--- src/pn_pkg.sv ---
// ----------------------------------------------------------------------------
// pn_pkg - shared types and codes for the path normalizer
// Character type, the special bytes of a path, and the item opcodes.
// ----------------------------------------------------------------------------
`default_nettype none

package pn_pkg;

  typedef logic [7:0] char_t;

  localparam char_t NUL   = 8'h00;
  localparam char_t DOT   = 8'h2E;
  localparam char_t SLASH = 8'h2F;

  // Item opcodes on the input channel.
  localparam logic OP_CHAR   = 1'b0;
  localparam logic OP_COMMIT = 1'b1;

endpackage

`default_nettype wire

--- src/pn_in_if.sv ---
// ----------------------------------------------------------------------------
// pn_in_if - input channel of the path normalizer
// Carries one path byte or one commit request per beat.
// ----------------------------------------------------------------------------
`default_nettype none

interface pn_in_if;
  logic           valid;
  logic           ready;
  logic           op;
  pn_pkg::char_t  ch;

  modport source (output valid, output op, output ch, input ready);
  modport sink   (input valid, input op, input ch, output ready);
endinterface

`default_nettype wire

--- src/pn_out_if.sv ---
// ----------------------------------------------------------------------------
// pn_out_if - result channel of the path normalizer
// Carries one byte of the normalized path per beat with last and overflow.
// ----------------------------------------------------------------------------
`default_nettype none

interface pn_out_if;
  logic           valid;
  logic           ready;
  pn_pkg::char_t  out_char;
  logic           is_last;
  logic           overflow;

  modport source (output valid, output out_char, output is_last, output overflow,
                  input ready);
  modport sink   (input valid, input out_char, input is_last, input overflow,
                  output ready);
endinterface

`default_nettype wire

--- src/pn_ram.sv ---
// ----------------------------------------------------------------------------
// pn_ram - generic simple dual port RAM
// One write port, one read port, read data registered.
// ----------------------------------------------------------------------------
`default_nettype none

module pn_ram #(
  parameter int unsigned WIDTH = 8,
  parameter int unsigned DEPTH = 64,
  localparam int unsigned AW   = (DEPTH > 1) ? $clog2(DEPTH) : 1
) (
  input  wire logic             clk_i,
  input  wire logic             we_i,
  input  wire logic [AW-1:0]    waddr_i,
  input  wire logic [WIDTH-1:0] wdata_i,
  input  wire logic [AW-1:0]    raddr_i,
  output logic      [WIDTH-1:0] rdata_o
);

  logic [WIDTH-1:0] mem [DEPTH];

  always_ff @(posedge clk_i) begin
    if (we_i) begin
      mem[waddr_i] <= wdata_i;
    end
    rdata_o <= mem[raddr_i];
  end

endmodule

`default_nettype wire

--- src/path_normalizer_core.sv ---
// ----------------------------------------------------------------------------
// path_normalizer_core - streaming Unix path normalizer
// Builds the clean absolute path of a byte stream against a stored working
// directory and emits it on the NUL; a commit beat between paths stores it
// as the new working directory.
// ----------------------------------------------------------------------------
//
//  channel | dir | beat contents                     | role
//  --------+-----+-----------------------------------+---------------------------
//  in_i    | in  | op, ch                            | path byte or commit request
//  out_o   | out | out_char, is_last, overflow        | one byte of the result path
//
//  A byte inside a component is pushed; the first byte of a component first checks
//  the last result byte and pushes a '/' if needed; the leading '/' of an absolute
//  path sets the result to "/". ".." walks back through the result RAM. The first
//  byte of a relative path first copies the working directory RAM; a commit copies
//  the result RAM into the working directory RAM, an ignored one does nothing. The
//  NUL emits each result byte by a read of the result RAM port, then a load of the
//  output register, after the accept, close, pop and finish steps. Reset clears
//  all control state; the RAMs are not cleared, a flag makes the unwritten working
//  directory read as "/". A stalled result holds in the output register; once the
//  last byte is loaded, the block accepts the next beat behind it.
// ----------------------------------------------------------------------------
`default_nettype none

module path_normalizer_core #(
  parameter int unsigned PATH_MAX = 64
) (
  input  wire logic clk_i,
  input  wire logic rst_ni,
  pn_in_if.sink     in_i,
  pn_out_if.source  out_o
);

  localparam int unsigned AW = $clog2(PATH_MAX);
  localparam int unsigned LW = $clog2(PATH_MAX + 1);

  typedef enum logic [3:0] {
    S_IDLE,      // wait for a beat
    S_WD_COPY,   // copy working directory into result RAM
    S_CMT_COPY,  // copy result RAM into working directory RAM
    S_PROC,      // handle the held byte
    S_CB_RD,     // first byte of a component: check the last result byte
    S_CB_CH,     // push the component byte after the separator
    S_POP,       // "..": walk back to the previous slash
    S_FIN,       // empty result becomes "/"
    S_EM_RD,     // issue read of the next result byte
    S_EM_LD      // load it into the output register
  } state_e;

  state_e              state_q, state_d;
  logic [LW-1:0]       len_q, len_d;        // result length
  logic [LW-1:0]       wlen_q, wlen_d;      // working directory length
  logic [LW-1:0]       cstart_q, cstart_d;  // result length before component
  logic [1:0]          clen_q, clen_d;      // component bytes, saturating at 3
  logic                at_start_q, at_start_d;
  logic                ovf_q, ovf_d;
  logic                dots_q, dots_d;      // component is all dots so far
  logic                wd_written_q, wd_written_d;
  pn_pkg::char_t       ch_q, ch_d;
  logic [LW-1:0]       cnt_q, cnt_d;        // copy and emit counter
  logic                rdv_q, rdv_d;        // copy read in flight
  logic                out_valid_q, out_valid_d;
  pn_pkg::char_t       out_char_q, out_char_d;
  logic                out_last_q, out_last_d;
  logic                out_ovf_q, out_ovf_d;

  // RAM ports
  logic                res_we;
  logic [AW-1:0]       res_waddr, res_raddr;
  pn_pkg::char_t       res_wdata, res_rdata;
  logic                wd_we;
  logic [AW-1:0]       wd_waddr, wd_raddr;
  pn_pkg::char_t       wd_wdata, wd_rdata;

  pn_ram #(.WIDTH(8), .DEPTH(PATH_MAX)) u_res_ram (
    .clk_i   (clk_i),
    .we_i    (res_we),
    .waddr_i (res_waddr),
    .wdata_i (res_wdata),
    .raddr_i (res_raddr),
    .rdata_o (res_rdata)
  );

  pn_ram #(.WIDTH(8), .DEPTH(PATH_MAX)) u_wd_ram (
    .clk_i   (clk_i),
    .we_i    (wd_we),
    .waddr_i (wd_waddr),
    .wdata_i (wd_wdata),
    .raddr_i (wd_raddr),
    .rdata_o (wd_rdata)
  );

  logic [LW-1:0]  len_m1, len_m2, cs_m1, cnt_m1, cnt_p1;
  pn_pkg::char_t  wd_byte;
  logic           push_req;
  pn_pkg::char_t  push_byte;
  logic           char_step;
  state_e         after_comp;

  assign len_m1 = len_q - LW'(1);
  assign len_m2 = len_q - LW'(2);
  assign cs_m1  = cstart_q - LW'(1);
  assign cnt_m1 = cnt_q - LW'(1);
  assign cnt_p1 = cnt_q + LW'(1);

  // Until the first commit the working directory is "/" (length one).
  assign wd_byte    = wd_written_q ? wd_rdata : pn_pkg::SLASH;
  assign after_comp = (ch_q == pn_pkg::NUL) ? S_FIN : S_IDLE;

  always_comb begin
    state_d      = state_q;
    len_d        = len_q;
    wlen_d       = wlen_q;
    cstart_d     = cstart_q;
    clen_d       = clen_q;
    at_start_d   = at_start_q;
    ovf_d        = ovf_q;
    dots_d       = dots_q;
    wd_written_d = wd_written_q;
    ch_d         = ch_q;
    cnt_d        = cnt_q;
    rdv_d        = rdv_q;
    out_char_d   = out_char_q;
    out_last_d   = out_last_q;
    out_ovf_d    = out_ovf_q;
    // Drop the output beat once it is taken.
    out_valid_d  = out_valid_q && !out_o.ready;

    res_we    = 1'b0;
    res_waddr = '0;
    res_wdata = '0;
    res_raddr = '0;
    wd_we     = 1'b0;
    wd_waddr  = '0;
    wd_wdata  = '0;
    wd_raddr  = '0;
    push_req  = 1'b0;
    push_byte = '0;
    char_step = 1'b0;

    unique case (state_q)
      S_IDLE: begin
        if (in_i.valid) begin
          if (in_i.op == pn_pkg::OP_COMMIT) begin
            // Commit only between paths and once a path was emitted.
            if (at_start_q && (len_q != '0)) begin
              cnt_d   = '0;
              rdv_d   = 1'b0;
              state_d = S_CMT_COPY;
            end
          end else begin
            ch_d = in_i.ch;
            if (at_start_q) begin
              ovf_d      = 1'b0;
              clen_d     = '0;
              dots_d     = 1'b1;
              at_start_d = 1'b0;
              if (in_i.ch == pn_pkg::SLASH) begin
                // Absolute path: result is "/", the slash itself is a no-op.
                res_we    = 1'b1;
                res_waddr = '0;
                res_wdata = pn_pkg::SLASH;
                len_d     = LW'(1);
              end else begin
                len_d   = '0;
                cnt_d   = '0;
                rdv_d   = 1'b0;
                state_d = S_WD_COPY;
              end
            end else begin
              state_d = S_PROC;
            end
          end
        end
      end

      S_WD_COPY: begin
        if (rdv_q) begin
          push_req  = 1'b1;
          push_byte = wd_byte;
        end
        if (cnt_q < wlen_q) begin
          wd_raddr = cnt_q[AW-1:0];
          cnt_d    = cnt_p1;
          rdv_d    = 1'b1;
        end else begin
          rdv_d = 1'b0;
          if (!rdv_q) begin
            state_d = S_PROC;
          end
        end
      end

      S_CMT_COPY: begin
        if (rdv_q) begin
          wd_we    = 1'b1;
          wd_waddr = cnt_m1[AW-1:0];
          wd_wdata = res_rdata;
        end
        if (cnt_q < len_q) begin
          res_raddr = cnt_q[AW-1:0];
          cnt_d     = cnt_p1;
          rdv_d     = 1'b1;
        end else begin
          rdv_d = 1'b0;
          if (!rdv_q) begin
            wlen_d       = len_q;
            wd_written_d = 1'b1;
            state_d      = S_IDLE;
          end
        end
      end

      S_PROC: begin
        if ((ch_q == pn_pkg::SLASH) || (ch_q == pn_pkg::NUL)) begin
          // Close the component: "." drops it, ".." also pops the parent.
          state_d = after_comp;
          if ((clen_q != 2'd0) && dots_q && ((clen_q == 2'd1) || (clen_q == 2'd2))) begin
            len_d = cstart_q;
            if ((clen_q == 2'd2) && (cstart_q > LW'(1))) begin
              res_raddr = cs_m1[AW-1:0];
              state_d   = S_POP;
            end
          end
          clen_d = '0;
          dots_d = 1'b1;
        end else if (clen_q == 2'd0) begin
          cstart_d = len_q;
          if (len_q == '0) begin
            push_req  = 1'b1;
            push_byte = pn_pkg::SLASH;
            state_d   = S_CB_CH;
          end else begin
            res_raddr = len_m1[AW-1:0];
            state_d   = S_CB_RD;
          end
        end else begin
          char_step = 1'b1;
          state_d   = S_IDLE;
        end
      end

      S_CB_RD: begin
        if (res_rdata != pn_pkg::SLASH) begin
          push_req  = 1'b1;
          push_byte = pn_pkg::SLASH;
          state_d   = S_CB_CH;
        end else begin
          char_step = 1'b1;
          state_d   = S_IDLE;
        end
      end

      S_CB_CH: begin
        char_step = 1'b1;
        state_d   = S_IDLE;
      end

      S_POP: begin
        len_d = len_m1;
        if ((res_rdata != pn_pkg::SLASH) && (len_q > LW'(2))) begin
          res_raddr = len_m2[AW-1:0];
        end else begin
          state_d = after_comp;
        end
      end

      S_FIN: begin
        if (len_q == '0) begin
          res_we    = 1'b1;
          res_waddr = '0;
          res_wdata = pn_pkg::SLASH;
          len_d     = LW'(1);
        end
        cnt_d   = '0;
        state_d = S_EM_RD;
      end

      S_EM_RD: begin
        // Read only when the output register is free at the next edge.
        if (!out_valid_q || out_o.ready) begin
          res_raddr = cnt_q[AW-1:0];
          state_d   = S_EM_LD;
        end
      end

      S_EM_LD: begin
        out_valid_d = 1'b1;
        out_char_d  = res_rdata;
        out_last_d  = (cnt_p1 == len_q);
        out_ovf_d   = ovf_q;
        cnt_d       = cnt_p1;
        if (cnt_p1 == len_q) begin
          at_start_d = 1'b1;
          ovf_d      = 1'b0;
          clen_d     = '0;
          dots_d     = 1'b1;
          state_d    = S_IDLE;
        end else begin
          state_d = S_EM_RD;
        end
      end

      default: begin
        state_d = S_IDLE;
      end
    endcase

    // Append the held byte to the current component.
    if (char_step) begin
      push_req  = 1'b1;
      push_byte = ch_q;
      if (ch_q != pn_pkg::DOT) begin
        dots_d = 1'b0;
      end
      if (clen_q != 2'd3) begin
        clen_d = clen_q + 2'd1;
      end
    end

    // Append one byte to the result; drop it and flag overflow when full.
    if (push_req) begin
      if (len_q < LW'(PATH_MAX)) begin
        res_we    = 1'b1;
        res_waddr = len_q[AW-1:0];
        res_wdata = push_byte;
        len_d     = len_q + LW'(1);
      end else begin
        ovf_d = 1'b1;
      end
    end
  end

  always_ff @(posedge clk_i or negedge rst_ni) begin
    if (!rst_ni) begin
      state_q      <= S_IDLE;
      len_q        <= '0;
      wlen_q       <= LW'(1);
      cstart_q     <= '0;
      clen_q       <= '0;
      at_start_q   <= 1'b1;
      ovf_q        <= 1'b0;
      dots_q       <= 1'b1;
      wd_written_q <= 1'b0;
      ch_q         <= '0;
      cnt_q        <= '0;
      rdv_q        <= 1'b0;
      out_valid_q  <= 1'b0;
      out_char_q   <= '0;
      out_last_q   <= 1'b0;
      out_ovf_q    <= 1'b0;
    end else begin
      state_q      <= state_d;
      len_q        <= len_d;
      wlen_q       <= wlen_d;
      cstart_q     <= cstart_d;
      clen_q       <= clen_d;
      at_start_q   <= at_start_d;
      ovf_q        <= ovf_d;
      dots_q       <= dots_d;
      wd_written_q <= wd_written_d;
      ch_q         <= ch_d;
      cnt_q        <= cnt_d;
      rdv_q        <= rdv_d;
      out_valid_q  <= out_valid_d;
      out_char_q   <= out_char_d;
      out_last_q   <= out_last_d;
      out_ovf_q    <= out_ovf_d;
    end
  end

  assign in_i.ready     = (state_q == S_IDLE);
  assign out_o.valid    = out_valid_q;
  assign out_o.out_char = out_char_q;
  assign out_o.is_last  = out_last_q;
  assign out_o.overflow = out_ovf_q;

endmodule

`default_nettype wire

--- src/flat_wrapper.sv ---
// flat-port wrapper written by rule: the top's interface ports become plain ports
module path_normalizer_core_flat 
#(
  parameter int unsigned PATH_MAX = 64
)
  (clk_i, rst_ni, in_i_valid, in_i_op, in_i_ch, in_i_ready, out_o_valid, out_o_out_char, out_o_is_last, out_o_overflow, out_o_ready);
  pn_in_if in_i_i ();
  pn_out_if out_o_i ();
  input  wire logic clk_i;
  input  wire logic rst_ni;
  input wire logic [$bits(in_i_i.valid)-1:0] in_i_valid;
  input wire logic [$bits(in_i_i.op)-1:0] in_i_op;
  input wire logic [$bits(in_i_i.ch)-1:0] in_i_ch;
  output wire logic [$bits(in_i_i.ready)-1:0] in_i_ready;
  output wire logic [$bits(out_o_i.valid)-1:0] out_o_valid;
  output wire logic [$bits(out_o_i.out_char)-1:0] out_o_out_char;
  output wire logic [$bits(out_o_i.is_last)-1:0] out_o_is_last;
  output wire logic [$bits(out_o_i.overflow)-1:0] out_o_overflow;
  input wire logic [$bits(out_o_i.ready)-1:0] out_o_ready;
  assign in_i_i.valid = in_i_valid;
  assign in_i_i.op = in_i_op;
  assign in_i_i.ch = in_i_ch;
  assign in_i_ready = in_i_i.ready;
  assign out_o_valid = out_o_i.valid;
  assign out_o_out_char = out_o_i.out_char;
  assign out_o_is_last = out_o_i.is_last;
  assign out_o_overflow = out_o_i.overflow;
  assign out_o_i.ready = out_o_ready;
  path_normalizer_core #(.PATH_MAX(PATH_MAX)) u_core (.clk_i(clk_i), .rst_ni(rst_ni), .in_i(in_i_i), .out_o(out_o_i));
endmodule
--- config.mk ---
export PLATFORM = sky130hd
export DESIGN_NAME = path_normalizer_core_flat
export DESIGN_NICKNAME = d
export VERILOG_FILES = /design/src/pn_pkg.sv /design/src/pn_in_if.sv /design/src/pn_out_if.sv /design/src/pn_ram.sv /design/src/path_normalizer_core.sv /design/src/flat_wrapper.sv
export SDC_FILE = /design/constraint.sdc
export NUM_CORES = 1
export LEC_CHECK = 0
export BUFFER_PORTS_ARGS = -buffer_cell sky130_fd_sc_hd__buf_2
export CAP_MARGIN = 10
export CORE_ASPECT_RATIO = 0.75
export CORE_UTILIZATION = 48
export CTS_CLUSTER_DIAMETER = 200
export DETAILED_ROUTE_END_ITERATION = 10
export MAX_ROUTING_LAYER = met4
export PLACE_DENSITY_LB_ADDON = 0.3
export SYNTH_ARGS = -nofsm -noshare
export SYNTH_HDL_FRONTEND = slang
export SYNTH_SLANG_ARGS = --single-unit
--- constraint.sdc ---
create_clock -name clk_i -period 5.4 [get_ports clk_i]
set_clock_uncertainty 0.2 [all_clocks]
set_input_delay 0.54 -clock clk_i [delete_from_list [all_inputs] [get_ports clk_i]]
set_output_delay 0.54 -clock clk_i [all_outputs]
set_load 0.02 [all_outputs]
==> Yosys cells after proc, flatten, opt, wreduce, memory -nomap -nowiden <==
Memory sizes are Yosys's and may differ from the RTL's. A register that Yosys moved wholly into a read port is not among the register bits.
Index checks and enable logic that the tools add are counted.
{ "op_classes": {"add_sub_neg": 7, "mul": 0, "n_div": 0, "magnitude_cmp": 5, "n_eq_ne": 32, "n_shift": 0, "muxes": 129, "bitwise": 4, "n_reduce_logical": 27} }
{ "op_table": {"columns": ["cell", "n"], "rows": [
  ["$mux W7", 15],
  ["$mux W6", 17],
  ["$mux W8", 12],
  ["$mux W4", 15],
  ["$mux W1", 46],
  ["$pmux W4 S9", 1],
  ["$pmux W7 S5", 1],
  ["$pmux W7 S4", 1],
  ["$pmux W6 S4", 1],
  ["$pmux W8 S3", 1],
  ["$eq A4 B3 Y1 const B", 4],
  ["$eq A8 B6 Y1 const B", 2],
  ["$ne A2 B2 Y1 const B", 8],
  ["$ne A8 B6 Y1 const B", 2],
  ["$pmux W8 S2", 1],
  ["$add A7 B1 Y7 const B", 2],
  ["$lt A7 B7 Y1", 2],
  ["$mux W2", 7],
  ["$pmux W1 S3", 4],
  ["$sub A6 B1 Y6 const B", 2],
  ["$mux W3", 3],
  ["$reduce_and A3 Y1", 3],
  ["$reduce_and A9 Y1", 1],
  ["$eq A4 B2 Y1 const B", 2],
  ["other kinds (32)", 51]
]} }
{ "word_totals": {"ff_bits": 58, "latch_bits": 0, "ramBits": 1024, "mem_bits_ro": 0, "inputBits": 13, "output_inout_bits": 12, "memories": 2} }
{ "memory_table": {"columns": ["memory", "words", "word_bits", "read_ports", "rd_ports_with_merged_regs", "write_ports", "line", "source"], "rows": [
  ["u_core.u_res_ram.mem", 64, 8, 1, 1, 1, "pn_ram.sv:20", "logic [WIDTH-1:0] mem [DEPTH];"],
  ["u_core.u_wd_ram.mem", 64, 8, 1, 1, 1, "pn_ram.sv:20", null]
]} }

==> Depth between registers and ports, before layout <==
Gate-level depths: netlist of run 1.
{ "logic_depth": {"depth_word": 10, "mapped_depth": 18, "depth_no_buf": 11} }

==> By module <==
Synthesis of run 1 repeated with hierarchy kept, for this count alone.
{ "unflattened": {"hier_cells": 2433, "area_unflattened_um2": 44745.4} }
{ "by_module_without_submodules": {"columns": ["mod", "instances", "cells_per_inst", "area_each_um2", "seq_area_each_um2"], "rows": [
  ["pn_ram (u_core.u_res_ram)", 1, 972, 20190.6, 15534.9],
  ["pn_ram (u_core.u_wd_ram)", 1, 940, 20166.8, 15534.9],
  ["path_normalizer_core", 1, 521, 4388.0, 1455.1]
]} }

==> Worst setup path before layout of run 1 <==
No wires, ideal clock.
{ "synth_timing": {"kind": "register -> register", "startpoint": "register u_core.len_q[1]", "endpoint": "memory u_core.u_res_ram.mem[0][0] (data pin)", "setup_time_ps": 548, "t_arrival_ps": 4203, "required_ps": 4652, "path_slack_ps": 449, "path_stages_with_launch": 12, "path_cell_list": "dfrtp_1 -> clkbuf_1 -> inv_1 -> ha_1 -> nor3b_2 -> nand2_1 -> o21a_1 -> a31oi_1 -> clkbuf_1 -> buf_1 -> nor2_1 -> a21oi_1"} }
{ "synth_between": {"elab_chain_cells": 8, "elab_cells_between_ends": 15, "classes_between": "order compare: 1; mux: 13; reduce/logical: 1"} }
{ "synth_lines": {"columns": ["item", "line", "source"], "rows": [
  ["start, declared", "path_normalizer_core.sv:52", "logic [LW-1:0] len_q, len_d;"],
  ["start signal, assigned", "path_normalizer_core.sv:355", "len_q <= len_d;"],
  ["$logic_not A7 Y1", "path_normalizer_core.sv:230, path_normalizer_core.sv:270", null],
  ["$mux W6", "path_normalizer_core.sv:230, path_normalizer_core.sv:270", null],
  ["$mux W8", "path_normalizer_core.sv:228", "end else if (clen_q == 2'd0) begin"],
  ["$mux W8", "path_normalizer_core.sv:216", "if ((ch_q == pn_pkg::SLASH) || (ch_q == pn_pkg::NUL)) begin"],
  ["$pmux W8 S3", "path_normalizer_core.sv:142", "unique case (state_q)"],
  ["$mux W8", "path_normalizer_core.sv:311", "if (char_step) begin"],
  ["$mux W8", "path_normalizer_core.sv:324", "if (len_q < LW'(PATH_MAX)) begin"],
  ["$mux W8 *", "path_normalizer_core.sv:323", "if (push_req) begin"],
  ["named net u_core.res_wdata[0]", "path_normalizer_core.sv:71", "pn_pkg::char_t res_wdata, res_rdata;"],
  ["end, declared", "pn_ram.sv:20", null]
]} }
Mark *: on every way through the listed nets, which the timed path passes. The rest lies on a longest branch.

==> Final worst setup path of run 1 <==
{ "layout_timing": {"startpoint": "register u_core.len_q[2]", "endpoint": "register u_core.u_res_ram.rdata_o[0] (read register of u_core.u_res_ram.mem)"} }
{ "layout_between": {"elab_chain_cells": 5, "elab_cells_between_ends": 12, "classes_between": "add/sub: 2; order compare: 2; mux: 6; reduce/logical: 2"} }
{ "layout_lines": {"columns": ["item", "line", "source"], "rows": [
  ["$sub A7 B1 Y7 / $logic_not A7 Y1 (equally long branches)", "path_normalizer_core.sv:101, path_normalizer_core.sv:230", null],
  ["$mux W6", "path_normalizer_core.sv:230", "if (len_q == '0) begin"],
  ["$mux W6", "path_normalizer_core.sv:228", null],
  ["$mux W6", "path_normalizer_core.sv:216", null],
  ["$pmux W6 S4 *", "path_normalizer_core.sv:142", null],
  ["end, declared", "pn_ram.sv:17", "output logic [WIDTH-1:0] rdata_o"]
]} }
Every way passes the cells marked *; elsewhere a longest branch is shown, timed or not.
A chain may end at the register's enable or synchronous reset.

==> results.ini, run 1 <==
[power_and_ir_drop]
p_int_uw = 13200
seq_power_share_pct = 55.6
max-vdd-ir-drop_mv = 0.303
p_leak_uw = 0.0156
p_per_area_nw_per_um2 = 321
p_clk_share_pct = 43.5
sw_frac_of_total_pct = 19.9
power.total_uw = 16500
switchingPower_uw = 3280
comb_power_share_pct = 1.0

[detailed_routing]
wl_met3_um = 14300
drtPass1Iterations = 5
wl_met1_um = 54700
routed_via_density = 6.44
totalWireLength_um = 125000
wire_per_inst_um = 27.2
vias = 29700
wl_met2_um = 54100
highest_layer = met4
drc = 0
ant_nets = 0
drtIter0Drc = 3970

[synthesis]
yosys_warnings = 0
ys_seq_area_share_pct = 70.7
synth.top_cell.area_share_pct = 66.8
syn_area_um2 = 46000
synthFlopType = edfxtp_1
synth_most_common_cell = edfxtp_1
synth_area_leader_cell = edfxtp_1
synth-simple-area-share_pct = 9.77
async_reset_ff_share_pct = 5.28
synth_area_leaders = edfxtp_1 (67%), nand3_1 (3.4%), dfrtp_1 (3.0%), mux2i_1 (2.5%), o21ai_0 (2.4%)
synthCells = 3239
ys_seq_elements = 1098
synth_compound_area_share_pct = 9.89
synthMuxAreaShare_pct = 6.19
synth_top_family_by_area = compound AO/OA/AOI/OAI gates
synth_common_cells = edfxtp_1 (1024), nand3_1 (316), nand2_1 (235), o21ai_0 (219), nor2_1 (210)
avgSynthCellArea_um2 = 14.2
synth_edf_count = 1024
syn_nets = 3277
synth_xor_area_share_pct = 0.457
synth_cell_types = 102
synth_fa_ha_area_share_pct = 0.679

[die]
die_x_um = 360
rows = 97
core_um2 = 94200
die_height_um = 270
io_pins = 25
dieArea_um2 = 97200
start_util_pct = 48.9

[job]
maxCapViolCount = 0

[worst_setup_path]
crit_top_cell = a21oi_1
arrival_ns = 5.13
critPathMaxStageDelay_ns = 0.76
crit_buf_inv = 2
crit_chain = inv_1, ha_1, a21oi_1, a21oi_1, o31ai_4, nand2_1, a211oi_4, buf_12, nand3_1, a41oi_1, nor3_1, or4_1
crit_slowest_cell = a211oi_4
cp-start-kind = flop
critPathTopFamily = compound AO/OA/AOI/OAI gates
cp-end-kind = flop
required_ns = 5.75
crit_type = reg -> reg
crit_fanout = 24

[clock_tree]
numCtsBuffers = 107
cts_num_sinks = 1098
clk_latency_ns = 0.69
cts_setup_buffers = 0
path_clk_slew_ns = 0.06
cts_tree = built
clockBufferDepth = 3
htreeDepth = 3
cts_root_buf = clkbuf_16

[global_route]
grt_start_max_net_pins = 130
grt_pass1_wl_um = 186000
grt_pass1_vias = 28400
overflow = 0
antenna_found_initial = 3
globalRouteTotalUtil_pct = 26.3

[timing]
hold_slack_ns = 0.119
slew_headroom_pct = 19.0
slew_violations = 0
worst_pin_slew_ns = 1.21
max_freq_mhz = 209
period_share_pct = 88.5
final_hold_viol_count = 0
setup_violations = 0
min_period_ns = 4.78
timing.final.ws_setup_ns = 0.620
grt_setup_unrepaired = false
setup_tns_ns = 0

[place]
placed_area_um2 = 48000
hpwl_um = 80400
pre_cts_ws_ns = 0.649
io_buffers = 24
place_congestion = 0.997

[cells_and_area]
design_area_um2 = 51500
area_growth_pct = 11.8
layout-drive-gt1-share_pct = 14.5
fin_nets = 3324

[run_status]
status = completed

[worst_hold_path]
hold_path_class = in -> reg

-- area by class of cell --
| type | count | area (um2) |
|---|---|---|
| Timing Repair Buffer | 152 | 1270 |
| Antenna cell | 1 | 2.50 |
| Inverter | 35 | 131 |
| Fill cell | 7523 | 42700 |
| Clock inverter | 70 | 603 |
| Tap cell | 1237 | 1550 |
| Clock buffer | 124 | 2760 |
| Sequential cell | 1098 | 32500 |
| Multi-Input combinational cell | 1892 | 12600 |
-- state kept, by name (all words and copies together) (netlist names), 2 cells and up --
register,count
u_core.u_res_ram.mem,512
u_core.u_wd_ram.mem,512
u_core.ch_q,8
u_core.out_o.out_char,8
u_core.u_res_ram.rdata_o,8
u_core.u_wd_ram.rdata_o,8
u_core.cnt_q,7
u_core.cstart_q,7
u_core.len_q,7
u_core.wlen_q,7
u_core.state_q,4
u_core.clen_q,2
-- power groups by stage --
stage               sequential, uW  combinational [uW]  clock [uW]
floorplan                     9350                 100           0
global placement              9350                 146           0
detailed placement            9350                 149           0
CTS                           9170                 154        7270
global route                  9170                 168        7590
finish                        9170                 157        7180
-- what timing repair did --
item                      4_1_cts  5_1_grt
hold endpoints to repair       63        0
resized for setup               0        0
hold buffers                    9        0
-- stage by stage --
step / util (%) / instances
global placement: 51.0 / 4405
finish: 54.6 / 4609
floorplan: - / 3239
CTS: 54.6 / 4608
global route: 54.6 / 4608
detailed placement: 51.0 / 4405
-- kinds of logic after synthesis --
logic type                 after synthesis
xor gates and xnor gates                24
adders and majority gates               25
and+or+nand+nor                        944
AOI/OAI and AO/OA                      658
buffers and inverters                  249
DFF                                   1098
muxes                                  241
-- worst reg2reg max path: stages (launching register included) --
cell and delay (ns):
dfrtp_1 0.61, inv_1 0.26, ha_1 0.36, a21oi_1 0.13, a21oi_1 0.14, o31ai_4 0.50
nand2_1 0.24, a211oi_4 0.76, buf_12 0.28, nand3_1 0.11, a41oi_1 0.37, nor3_1 0.22
or4_1 0.50
-- layout by cell type, fill, tap and decap left out, types with 25 or more instances in the layout --
cell / count
ha_1: 25
nand2_1: 234
mux2i_1: 117
o21ai_0: 219
nand3_1: 316
clkbuf_16: 108
o221ai_1: 35
and3_1: 28
nor3_1: 28
mux4_2: 25
mux2_2: 90
edfxtp_1: 1024
nor2_1: 207
buf_4: 106
dfrtp_1: 53
a32o_1: 27
a221oi_1: 25
clkinv_1: 27
a21oi_1: 98
inv_1: 30
-- path summary, 6_finish.rpt --
kind                             startpoint                           to  slack, ns  cells after the start
setup reg to reg            u_core.len_q[2]  u_core.u_res_ram.rdata_o[0]       0.62                     12
hold / removal                  out_o_ready           u_core.out_o.valid       0.12                      3
min in group asynchronous            rst_ni               u_core.ch_q[5]       0.36                      3
max in group asynchronous            rst_ni              u_core.cnt_q[0]       4.05                      3
hold reg to reg            u_core.wlen_q[0]             u_core.wlen_q[0]       0.29                      2
setup / recovery            u_core.len_q[2]  u_core.u_res_ram.rdata_o[0]       0.62                     12
-- per-layer routing --
metal / vias to the layer above / GRT usage (%)
li1: 12800 / -
met1: 15100 / 38.9
met2: 1689 / 36.5
met3: 178 / 6.75
met4: 0 / 5.47
met5: - / -
Note: power is estimated with default switching activity, not from simulation.
==> run 2: changes to the inputs <==
- ABC_AREA: not set -> 1
- CORE_ASPECT_RATIO: 0.75 -> 1.25
- SETUP_SLACK_MARGIN: not set -> 0.05
==> run 2 against run 1 <==
Against the previous run: via count is 9.9% higher; largest cell class unchanged; routed wire length increased by 1.9%; die area rose by 4.8%; largest power group unchanged; critical path type unchanged; critical path depth rose by 5.
==> results.ini, run 2 <==
[run_status]
status = completed

[detailed_routing]
totalWireLength_um = 128000  ; +1.9%
drc = 0  ; unchanged
drtPass1Iterations = 6  ; +1
drtIter0Drc = 3530  ; -11%
ant_nets = 0  ; unchanged
routed_via_density = 5.72  ; -11%
vias = 32700  ; +9.9%
wire_per_inst_um = 22.4  ; -18%

[synthesis]
synth_common_cells = edfxtp_1 (1024), nand3_1 (793), nand2_1 (486), nor2_1 (446), inv_1 (384)
synth_area_leaders = edfxtp_1 (64%), nand3_1 (8.2%), nand2_1 (3.8%), nor2_1 (3.5%), nand3b_1 (3.4%)
synth_edf_count = 1024  ; unchanged
synth_most_common_cell = edfxtp_1
ys_seq_area_share_pct = 67.4  ; -3.3 points
synth.top_cell.area_share_pct = 63.7  ; -3.1 points
syn_area_um2 = 48300  ; +4.9%
synthFlopType = edfxtp_1
ys_seq_elements = 1098  ; unchanged
synthCells = 4290  ; +32%
syn_nets = 4328  ; +32%
avgSynthCellArea_um2 = 11.3  ; -21%
yosys_warnings = 0  ; unchanged
synth_cell_types = 52  ; -49%
synth_area_leader_cell = edfxtp_1
async_reset_ff_share_pct = 5.28  ; unchanged

[worst_setup_path]
arrival_ns = 4.68  ; -0.45 ns
cp-end-kind = flop
required_ns = 5.79  ; +0.04 ns
crit_type = reg -> reg
crit_fanout = 82  ; +240%
reg2regPathDepth = 17  ; +5
cp-start-kind = flop

[cells_and_area]
reg_top3 = u_core.u_res_ram.mem: 512 flops, u_core.u_wd_ram.mem: 512 flops
fin_nets = 4344  ; +31%
mostFrequentLayoutCell = edfxtp_1
n_fill_cell = 8334  ; +11%
final_cells = 5710  ; +24%
layout_common_cells = edfxtp_1 (1024), nand3_1 (792), nand2_1 (484)
fin_util_pct = 54.6  ; about the same
area_growth_pct = 12.3
layout-drive-gt1-share_pct = 10.7  ; -3.7 points

[worst_hold_path]
hold_depth = 3  ; unchanged
hold_path_class = in -> reg

[timing]
hold_slack_ns = 0.0772  ; -0.0420 ns
timing.final.ws_setup_ns = 1.11  ; +0.489 ns
worst_pin_slew_ns = 1.21  ; -0.00511 ns
setup_violations = 0  ; unchanged
period_share_pct = 79.5  ; -9.1 points
grt_setup_unrepaired = false
max_freq_mhz = 233  ; +11%
final_hold_viol_count = 0  ; unchanged
slew_violations = 0  ; unchanged
min_period_ns = 4.29  ; -0.489 ns
slew_headroom_pct = 19.5  ; +0.50 points
setup_tns_ns = 0  ; unchanged

[die]
core_um2 = 99300  ; +5.4%
die_height_um = 357  ; +32%
rows = 129  ; +33%
start_util_pct = 48.6  ; -0.25 points
dieArea_um2 = 102000  ; +4.8%
io_pins = 25  ; unchanged
die_x_um = 286  ; -21%

[place]
io_buffers = 24  ; unchanged
placed_cells = 5498  ; +25%
pre_cts_ws_ns = 1.18  ; +0.533 ns
hpwl_um = 78300  ; -2.5%
place_congestion = 0.957  ; -4.1%

[clock_tree]
htreeDepth = 3  ; unchanged
path_clk_slew_ns = 0.07  ; about the same
postCtsResizedCells = 0  ; unchanged
numCtsBuffers = 108  ; +0.93%
clk_latency_ns = 0.72  ; +0.03 ns
clockBufferDepth = 3  ; unchanged
cts_tree = built
cts_root_buf = clkbuf_16
cts_num_sinks = 1098  ; unchanged

[global_route]
grt_pass1_vias = 31600  ; +11%
antenna_found_initial = 2  ; -1
globalRouteTotalUtil_pct = 25.7  ; -0.63 points
grt_pass1_wl_um = 192000  ; +3.3%
overflow = 0  ; unchanged
grt_start_max_net_pins = 113  ; -13%

[power_and_ir_drop]
max-vdd-ir-drop_mv = 0.356  ; +17%
p_per_area_nw_per_um2 = 507  ; +58%
p_leak_uw = 0.0199  ; +28%

[job]
maxCapViolCount = 0  ; unchanged

run 2: cells by family (layout without fill, tap and decap cells):
group,Yosys count,after routing,synth area share [%]
DFF,1098,1098,67.4
other,0,1,0
and+or+nand+nor,2115,2115,21.2
buffers and inverters,657,766,5.64
adders and majority gates,25,25,0.648
AOI/OAI and AO/OA,373,373,4.77
xor gates and xnor gates,22,22,0.399
run 2: routing by layer:
layer	GRT usage, %	vias to the layer above	part of all wire [%]
met5	-	-	0
met4	12.0	0	4.8
met3	3.19	293	6.4
met2	42.3	1287	49
met1	31.6	16000	39
li1	-	15100	-
run 2: report_power, final:
| group | total (uW) | internal, uW | switching [uW] |
|---|---|---|---|
| Combinational | 8490 | 2270 | 6220 |
| Sequential | 10800 | 10600 | 262 |
| Clock | 8160 | 4860 | 3300 |
run 2: stage by stage:
step           power [uW]  area (um2)
2_1_floorplan       16400       48300
3_3_place_gp        19300       50200
3_5_place_dp        19400       50300
4_1_cts             27500       54200
5_1_grt             28600       54200
6_report            27500       54200
run 2: worst max-delay path, cell delays in order, from the launching register on:
cell and delay [ns]:
dfrtp_1 0.58, inv_1 0.24, ha_1 0.26, inv_1 0.10, nor2_4 0.06, nand3_2 0.12
nand3_1 0.08, nand2_1 0.12, nand3_4 0.43, nand2_8 0.57, buf_12 0.39, nand2_1 0.09
nand3_1 0.10, nand3_1 0.10, nand3_1 0.13, nand3_1 0.26, nand3_1 0.17, nand2_1 0.06
run 2: repair_timing:
item / in CTS / in global routing
hold buffers: 8 / 0
hold endpoints to repair: 62 / 0
setup buffers: 0 / 0
run 2: final cells by class:
type / instances / area [um2] / share of cell area [%]
sequential: 1098 / 32500 / 60.0
clock inverter: 77 / 1040 / 1.92
inverter: 403 / 1520 / 2.80
clock buffer: 126 / 2830 / 5.22
multi-input combinational: 2535 / 13200 / 24.4
tap: 1310 / 1640 / 3.02
antenna: 1 / 2.50 / 0.00461
timing repair buffer: 160 / 1420 / 2.63
run 2: worst paths after layout:
kind | startpoint | slack [ns] | end
setup / recovery | u_core.len_q[1] | 1.11 | u_core.u_res_ram.rdata_o[0]
hold / removal | in_i_ch[6] | 0.08 | u_core.ch_q[6]
setup reg to reg | u_core.len_q[1] | 1.11 | u_core.u_res_ram.rdata_o[0]
hold reg to reg | u_core.out_o.overflow | 0.28 | u_core.out_o.overflow
max in group asynchronous | rst_ni | 4.03 | u_core.wd_written_q
min in group asynchronous | rst_ni | 0.36 | u_core.cstart_q[0]
